[config.mk]
export PLATFORM = sky130hd
export DESIGN_NAME = mss_search
export DESIGN_NICKNAME = d
export VERILOG_FILES = /design/src/hdl/mss_pkg.sv /design/src/hdl/mss_search.sv
export SDC_FILE = /design/constraint.sdc
export NUM_CORES = 2
export LEC_CHECK = 0
export ABC_AREA = 1
export BUFFER_PORTS_ARGS = -buffer_cell sky130_fd_sc_hd__buf_2
export CAP_MARGIN = 25
export CORE_ASPECT_RATIO = 1.25
export CORE_MARGIN = 5
export CORE_UTILIZATION = 41
export CTS_BUF_LIST = sky130_fd_sc_hd__clkbuf_4 sky130_fd_sc_hd__clkbuf_8
export DETAILED_ROUTE_END_ITERATION = 8
export SETUP_SLACK_MARGIN = 0.2
export SYNTH_ARGS = -nofsm -noshare
export SYNTH_HDL_FRONTEND = slang
export SYNTH_SLANG_ARGS = --single-unit
[constraint.sdc]
create_clock -name clk -period 8.4 [get_ports clk]
set_input_delay 1.26 -clock clk [delete_from_list [all_inputs] [get_ports clk]]
set_output_delay 1.26 -clock clk [all_outputs]
set_load 0.005 [all_outputs]
[src/hdl/mss_pkg.sv]
// Shared types and constants for the bounded maximum rectangle sum block.
`default_nettype none
package mss_pkg;

	// Field widths fixed by the interface.
	localparam int ELEM_W   = 16;
	localparam int BOUND_W  = 28;
	localparam int SIZE_W   = 9;
	localparam int TOT_W    = 2 * SIZE_W;
	localparam int APB_AW   = 4;
	localparam int APB_DW   = 32;

	// Register indexes (paddr[3:2]).
	localparam logic [1:0] REG_BOUND = 2'd0;
	localparam logic [1:0] REG_ROWS  = 2'd1;
	localparam logic [1:0] REG_COLS  = 2'd2;

	// Search sequencer states.
	typedef enum logic [2:0] {
		S_IDLE,
		S_PAIR,
		S_ROW_RD,
		S_ROW_ADD,
		S_SCAN,
		S_FIN,
		S_DONE
	} mss_state_t;

	// Configuration seen by the search engine.
	typedef struct packed {
		logic signed [BOUND_W-1:0] bound;
		logic [SIZE_W-1:0]         rows;
		logic [SIZE_W-1:0]         cols;
	} mss_cfg_t;

	// Status and result from the search engine.
	typedef struct packed {
		logic                      busy;
		logic                      done;
		logic signed [BOUND_W-1:0] best;
		logic                      found;
	} mss_status_t;

endpackage
`default_nettype wire

[src/hdl/mss_search.sv]
// Search engine: row sum memory, sorted prefix memory and the search sequencer.
`default_nettype none
module mss_search
	import mss_pkg::*;
#(
	parameter int MAX_ROWS = 64,
	parameter int MAX_COLS = 64
) (
	input  wire logic                     clk,
	input  wire logic                     arst_n,
	input  wire mss_cfg_t                 cfg,
	input  wire logic                     start,
	input  wire logic                     res_ready,
	output logic [((MAX_ROWS*MAX_COLS > 1) ? $clog2(MAX_ROWS*MAX_COLS) : 1)-1:0] mat_raddr,
	input  wire logic signed [ELEM_W-1:0] mat_rdata,
	output mss_status_t                   status
);

	localparam int AW   = (MAX_ROWS*MAX_COLS > 1) ? $clog2(MAX_ROWS*MAX_COLS) : 1;
	localparam int SW0  = 18 + $clog2(MAX_ROWS*MAX_COLS);
	localparam int SW   = (SW0 > BOUND_W + 1) ? SW0 : BOUND_W + 1;
	localparam int RIW  = (MAX_ROWS > 1) ? $clog2(MAX_ROWS) : 1;
	localparam int CIW  = (MAX_COLS > 1) ? $clog2(MAX_COLS) : 1;
	localparam int SAW  = $clog2(MAX_ROWS + 1);
	localparam int CNW  = $clog2(MAX_ROWS + 2);

	mss_state_t state_q, state_n;

	logic [CIW-1:0]       left_q, right_q;
	logic [RIW-1:0]       row_q;
	logic [AW-1:0]        addr_q;
	logic [CNW-1:0]       count_q;
	logic [SAW-1:0]       idx_q;
	logic signed [SW-1:0] prefix_q, floor_q, candp_q, best_q;
	logic                 ins_q, have_q, found_q;

	// Memories and their registered read data.
	logic signed [SW-1:0] rs_mem [MAX_ROWS];
	logic signed [SW-1:0] st_mem [MAX_ROWS+1];
	logic signed [SW-1:0] rs_rd_q, st_rd_q;

	logic                 st_we;
	logic [SAW-1:0]       st_waddr, st_raddr;
	logic signed [SW-1:0] st_wdata;

	logic signed [SW-1:0] elem_ext, row_sum, prefix_new, cand;
	logic                 ge_floor, ge_v, last_row, last_right, last_left, idx_zero;

	// Arithmetic on the current row and scan entry.
	always_comb begin
		elem_ext   = SW'(mat_rdata);
		row_sum    = (left_q == right_q) ? elem_ext : rs_rd_q + elem_ext;
		prefix_new = prefix_q + row_sum;
		cand       = prefix_q - candp_q;
		ge_floor   = st_rd_q >= floor_q;
		ge_v       = st_rd_q >= prefix_q;
		last_row   = (SIZE_W'(row_q) + SIZE_W'(1)) == cfg.rows;
		last_right = (SIZE_W'(right_q) + SIZE_W'(1)) == cfg.cols;
		last_left  = (SIZE_W'(left_q) + SIZE_W'(1)) == cfg.cols;
		idx_zero   = idx_q == '0;
	end

	// State register.
	always_ff @(posedge clk or negedge arst_n) begin
		if (!arst_n) begin
			state_q <= S_IDLE;
		end else begin
			state_q <= state_n;
		end
	end

	// Next state and memory controls.
	always_comb begin
		state_n  = state_q;
		st_we    = 1'b0;
		st_waddr = '0;
		st_wdata = '0;
		st_raddr = '0;
		case (state_q)
			S_IDLE: begin
				if (start) begin
					state_n = S_PAIR;
				end
			end
			S_PAIR: begin
				st_we   = 1'b1;
				state_n = S_ROW_RD;
			end
			S_ROW_RD: begin
				state_n = S_ROW_ADD;
			end
			S_ROW_ADD: begin
				st_raddr = SAW'(count_q - CNW'(1));
				state_n  = S_SCAN;
			end
			S_SCAN: begin
				st_raddr = idx_zero ? '0 : idx_q - SAW'(1);
				if (!ins_q) begin
					st_we    = 1'b1;
					st_waddr = idx_q + SAW'(1);
					st_wdata = ge_v ? st_rd_q : prefix_q;
				end
				state_n = idx_zero ? S_FIN : S_SCAN;
			end
			S_FIN: begin
				if (!ins_q) begin
					st_we    = 1'b1;
					st_wdata = prefix_q;
				end
				if (last_row) begin
					state_n = (last_right && last_left) ? S_DONE : S_PAIR;
				end else begin
					state_n = S_ROW_RD;
				end
			end
			S_DONE: begin
				if (res_ready) begin
					state_n = S_IDLE;
				end
			end
			default: begin
				state_n = S_IDLE;
			end
		endcase
	end

	// Memory ports, read data registered.
	always_ff @(posedge clk) begin
		rs_rd_q <= rs_mem[row_q];
		st_rd_q <= st_mem[st_raddr];
		if (state_q == S_ROW_ADD) begin
			rs_mem[row_q] <= row_sum;
		end
		if (st_we) begin
			st_mem[st_waddr] <= st_wdata;
		end
	end

	// Search datapath.
	always_ff @(posedge clk or negedge arst_n) begin
		if (!arst_n) begin
			best_q  <= '0;
			found_q <= 1'b0;
		end else begin
			case (state_q)
				S_IDLE: begin
					left_q  <= '0;
					right_q <= '0;
					if (start) begin
						best_q  <= '0;
						found_q <= 1'b0;
					end
				end
				S_PAIR: begin
					row_q    <= '0;
					addr_q   <= AW'(right_q);
					prefix_q <= '0;
					count_q  <= CNW'(1);
				end
				S_ROW_ADD: begin
					prefix_q <= prefix_new;
					floor_q  <= prefix_new - SW'(cfg.bound);
					idx_q    <= SAW'(count_q - CNW'(1));
					ins_q    <= 1'b0;
					have_q   <= 1'b0;
				end
				S_SCAN: begin
					if (ge_floor) begin
						have_q  <= 1'b1;
						candp_q <= st_rd_q;
					end
					if (!ins_q && !ge_v) begin
						ins_q <= 1'b1;
					end
					idx_q <= idx_q - SAW'(1);
				end
				S_FIN: begin
					if (have_q && (!found_q || cand > best_q)) begin
						best_q  <= cand;
						found_q <= 1'b1;
					end
					count_q <= count_q + CNW'(1);
					row_q   <= row_q + RIW'(1);
					addr_q  <= addr_q + AW'(cfg.cols);
					if (last_row) begin
						if (!last_right) begin
							right_q <= right_q + CIW'(1);
						end else if (!last_left) begin
							left_q  <= left_q + CIW'(1);
							right_q <= left_q + CIW'(1);
						end
					end
				end
				default: begin
				end
			endcase
		end
	end

	assign mat_raddr    = addr_q;
	assign status.busy  = state_q != S_IDLE;
	assign status.done  = (state_q == S_DONE) && res_ready;
	assign status.best  = found_q ? BOUND_W'(best_q) : '0;
	assign status.found = found_q;

endmodule
`default_nettype wire

# Word-level counts from Yosys, hierarchy flattened
# Memory sizes are Yosys's and may differ from the RTL's. A register that Yosys moved wholly into a read port is not among the register bits.
# Cells that the tools add are included.
# W data, S select, Z words.
[op_classes]
n_addsub = 15
order_cmp = 3
eq_ne = 19
mux = 44
reduce_logical = 27
[op_table]
columns = ["cell", "n"]
rows = [
  ["$mux W30", 6],
  ["$pmux W30 S2", 3],
  ["$ge A30 B30 Y1", 2],
  ["$pmux W7 S2", 3],
  ["$pmux W6 S2", 3],
  ["$add A30 B16 Y30", 1],
  ["$add A30 B30 Y30", 1],
  ["$gt A30 B30 Y1", 1],
  ["$mux W6", 5],
  ["$sub A30 B28 Y30", 1],
  ["$sub A30 B30 Y30", 1],
  ["$mux W28", 1],
  ["$eq A7 B9 Y1", 3],
  ["$pmux W12 S2", 1],
  ["$add A6 B1 Y7 const B", 3],
  ["$mux W7", 3],
  ["$pmux W3 S7", 1],
  ["$add A6 B1 Y6 const B", 3],
  ["$ne A2 B2 Y1 const B", 8],
  ["$add A7 B1 Y7 const B", 2],
  ["$sub A7 B1 Y7 const B", 2],
  ["$add A12 B9 Y12", 1],
  ["$mux W3", 4],
  ["$reduce_and A3 Y1", 4],
  ["18 further kinds", 45],
]
[totals]
register_bits = 170
ram_bits = 3870
in_bits = 66
output_inout_bits = 43
mem_count = 2
[mem_list]
columns = ["name", "depth", "width", "read_ports", "rd_clocked_by_memory_dff", "write_ports", "line", "source"]
rows = [
  ["st_mem", 65, 30, 1, 1, 1, "mss_search.sv:39", "logic signed [SW-1:0] st_mem [MAX_ROWS+1];"],
  ["rs_mem", 64, 30, 1, 1, 1, "mss_search.sv:38", "logic signed [SW-1:0] rs_mem [MAX_ROWS];"],
]

# Longest topological paths before layout
[logic_depth]
ltp_word = 6
mapped_depth = 37
depth_no_buf = 37

# Worst setup path after synthesis
# OpenSTA, ideal clock, no wires.
[synth_timing]
path_type = "input to register"
from = "input port mat_rdata[0]"
to = "register floor_q[27] (data pin)"
setup_time_ns = 0.265
t_arrival_ns = 8.048
required_ns = 8.135
setup_slack_ns = 0.087
path_stages = 25
n_path_buf = 0
cell_sequence = "ha_1 -> fa_1 -> nand3_1 -> nand2_1 -> xnor2_1 -> o21ai_0 -> ha_1 -> a21oi_1 -> o21ai_0 -> nand3_1 -> nand2_1 -> a21oi_1 -> o21ai_0 -> xnor2_1 -> inv_1 -> ha_1 -> nand2_1 -> nor2_1 -> inv_1 -> nor3_1 -> nand2_1 -> o211ai_1 -> a21oi_1 -> o21ai_0 -> xor2_1"
[synth_between]
elab_chain_cells = 4
[synth_rtl]
columns = ["element", "line", "source"]
rows = [
  ["start: declaration", "mss_search.sv:15", "input wire logic signed [ELEM_W-1:0] mat_rdata,"],
  ["$add A30 B16 Y30", "mss_search.sv:52", "row_sum = (left_q == right_q) ? elem_ext : rs_rd_q + elem_ext;"],
  ["$mux W30", "mss_search.sv:52", ""],
  ["named net row_sum[4]", "mss_search.sv:46", "logic signed [SW-1:0] elem_ext, row_sum, prefix_new, cand;"],
  ["$add A30 B30 Y30", "mss_search.sv:53", "prefix_new = prefix_q + row_sum;"],
  ["named net prefix_new[19]", "mss_search.sv:46", ""],
  ["$sub A30 B28 Y30", "mss_search.sv:162", "floor_q <= prefix_new - SW'(cfg.bound);"],
  ["end signal: assignment", "mss_search.sv:162", ""],
  ["end: declaration", "mss_search.sv:34", "logic signed [SW-1:0] prefix_q, floor_q, candp_q, best_q;"],
]
# The timed path passes the listed nets, and every way through them passes these cells.
# A chain may end at the register's enable or synchronous reset.

# Worst setup path after layout
[layout_timing]
from = "register right_q[1]"
to = "register floor_q[27] (data pin)"
[layout_between]
elab_chain_cells = 4
[layout_rtl]
columns = ["element", "line", "source"]
rows = [
  ["start: declaration", "mss_search.sv:29", "logic [CIW-1:0] left_q, right_q;"],
  ["start signal: assignment", "mss_search.sv:187", "right_q <= right_q + CIW'(1);"],
  ["start signal: assignment", "mss_search.sv:190", "right_q <= left_q + CIW'(1);"],
  ["$eq A6 B6 Y1", "mss_search.sv:52", ""],
  ["$mux W30", "mss_search.sv:52", ""],
  ["named net row_sum[2]", "mss_search.sv:46", ""],
  ["$add A30 B30 Y30", "mss_search.sv:53", ""],
  ["named net prefix_new[19]", "mss_search.sv:46", ""],
  ["$sub A30 B28 Y30", "mss_search.sv:162", ""],
]
# The timed path passes the listed nets, and every way through them passes these cells.

==> reports/metrics.yaml <==
area_delta_synth_final_pct: 12.7
timing.final.crit_share_pct: 82.8
hpwl_um: 300000
cap_violations: 0
global_route_overflow: 0
setup_ws_ns: 1.44
rsz0062_at_grt: "no"
portBuffers: 108
worst_pin_slew_ns: 1.09
peakVddDrop_mv: 0.484
grt_pass1_wl_um: 754000
clk-insertion-delay-late_ns: 1.22
seq_area_frac_synth_pct: 71.8
drc: 0
asyncSetResetFlopFracSynth_pct: 0.829
floorplan.initialDensity_pct: 41.1
synthesis.area_um2: 170000
place.gp.congestion: 0.921
worst_setup_path_start_kind: "register"
crit_arrival_ns: 7.88
layout_min_cycle_time_ns: 6.96
hold_path_class: "reg2reg"
timing.final.setup_violations: 0
htreeDepth: 6
yosys_warnings: 0
post_synth_num_cell_types: 55
grt_start_max_net_pins: 236
synth-edff-count: 4006
max-slew-margin-rel_pct: 27.4
core_region_area_um2: 414000
cts_inserted_buffers: 655
end_kind: "register"
die_area_um2: 428000
number_of_antenna_violations_at_the_first_check_in_global_routing: 45
synth_largest_type_area_fraction_pct: 70.6
critical_path_required_ns: 9.32
finalWirelength_um: 528000
die_width_um: 586
clk_root_buffer_cell: "clkbuf_8"
drtIter0Drc: 11200
synth_fp_nets: 13900
final_cell_mix: "4006 x edfxtp_1, 3323 x nand2_1, 1255 x nand3_1, 1146 x inv_1, 684 x clkbuf_8"
routedWlPerCell_um: 26.4
via_count_of_the_first_global_routing_pass: 107000
routed-via-count: 111000
totalPowerFinal_w: 0.0653
run_status: "finished, final reports clean"
nets: 14300
synth_ff_type: "edfxtp_1"
post-route-cell-area_um2: 192000
preCtsSetupSlack_ns: 1.13
max-clock-path-buffers: 4
regToRegSetupSlack_ns: 1.44
synth_area_leader_cell: "edfxtp_1"
ys_ff_latch: 4100
cts-resized-gates: 0
timing.setup.tns_ns: 0
die_h_um: 731
final_max_slew_viol_count: 0
critical_path_peak_fanout: 13
syn-mean-instance-area_um2: 12.5
globalRouteTotalUtil_pct: 24.0
tritoncts: "built"
timing_worst_setup_path_type: "reg2reg"
pwr_density_cell_nw_per_um2: 340
antenna_violating_nets_post_route: 0
timing.clock.skew_ns: 0.0797
timing_hold_violations_final: 0
clock.fmax_mhz: 144
clock_sink_count: 4100
holdWs_ns: 0.433
final_layout_size_suffix_gt1_share_pct: 11.8
worst_path_clk_slew_ns: 0.07
site_rows: 264
top_level_pins: 109
placement.cell_area_um2: 179000
post_synth_inst_count: 13600
layout.cells.most_common: "edfxtp_1"
p_leak_nw: 68.6
ys_top_cells_by_area: "edfxtp_1 71%, nand2_1 7.3%, nand3_1 3.7%"
avgViaCountPerCell: 5.56
drt_first_pass_iters: 6
[synth_stat cells, types with 166 or more instances]
cell         n
edfxtp_1  4006
nand2_1   3325
nand3_1   1256
inv_1     1165
o211ai_1   489
nor2_1     373
clkbuf_1   355
nand4_1    340
a22oi_1    307
buf_2      286
a21oi_1    272
ha_1       223
o21ai_0    186
nand3b_1   184
a221oi_1   181
a22o_1     166
[worst paths after layout]
kind                           startpoint           to  depth (start not counted)
setup / recovery               right_q[1]  floor_q[27]                         27
hold / removal             st_mem[64][26]  st_rd_q[26]                          2
setup reg to reg               right_q[1]  floor_q[27]                         27
hold reg to reg            st_mem[64][26]  st_rd_q[26]                          2
max in group asynchronous          arst_n    best_q[5]                          3
min in group asynchronous          arst_n   best_q[22]                          3
[sequential cells by signal (all words and copies together), names as in the netlist, 7 cells and up]
register	count
candp_q	30
mat_raddr	12
rs_rd_q	30
count_q	7
st_mem	1950
idx_q	7
rs_mem	1920
prefix_q	30
best_q	30
floor_q	30
st_rd_q	30
[through the flow]
step,util (%),cells
after CTS,46.3,20000
after global routing,46.4,20000
final,46.4,20000
after global placement,43.2,18800
after detailed placement,43.3,18800
after floorplan,-,13600
[layout make-up]
type	count	area [um^2]
repair buffers	439	3620
flip-flops and latches	4100	122000
multi-input cells	7634	42000
fillers	36900	222000
inverters	1180	4490
well taps	5453	6820
diodes	64	160
clock buffers	909	11100
clock inverters	245	1370
[layer usage]
| metal | track usage [%] | vias up | part of all wire (%) |
|---|---|---|---|
| met2 | 40.3 | 4564 | 49 |
| met1 | 30.1 | 55600 | 39 |
| met3 | 3.38 | 1000 | 6.8 |
| met5 | 0 | - | 0.023 |
| met4 | 13.0 | 20 | 6.0 |
| li1 | - | 50100 | - |
[repair_timing]
item	4_1_cts	5_1_grt
setup buffers	0	0
hold endpoints to repair	14	0
hold buffers	1	0
[worst max-delay path, cell delays in order, from the launching register on]
cell and delay (ns):
edfxtp_1 0.45, or2_2 0.30, a211oi_1 0.37, nand2_2 0.33
inv_1 0.66, nand2_1 0.20, o21ai_4 0.18, ha_1 0.25
nor2_1 0.05, nand2_1 0.05, o21ai_0 0.12, o21ai_0 0.49
nand3_1 0.14, nand2_1 0.20, a21oi_1 0.15, o21ai_0 0.41
xnor2_1 0.21, inv_1 0.09, ha_1 0.35, nand2_1 0.13
nor2_1 0.13, inv_1 0.05, nor3_1 0.36, nand2_1 0.09
o211ai_1 0.33, a21oi_1 0.18, o21ai_0 0.23, xor2_1 0.10
[power breakdown]
group	switching, W	internal, W
clock	0.00790	0.00864
combinational	0.0160	0.00526
sequential	0.000512	0.0269
[logic make-up (layout without fill, tap and decap cells)]
family          after synthesis  after routing  share of synthesized area [%]
simple gates               5584           5584                           14.3
flops                      4100           4100                           71.8
buf+inv                    1911           2773                           4.47
compound gates             1689           1689                           7.03
fa+ha+maj                   228            228                           1.70
xor+xnor                    133            133                          0.684
other cells                   0             64                              0
(Power assumes the default switching activity.)
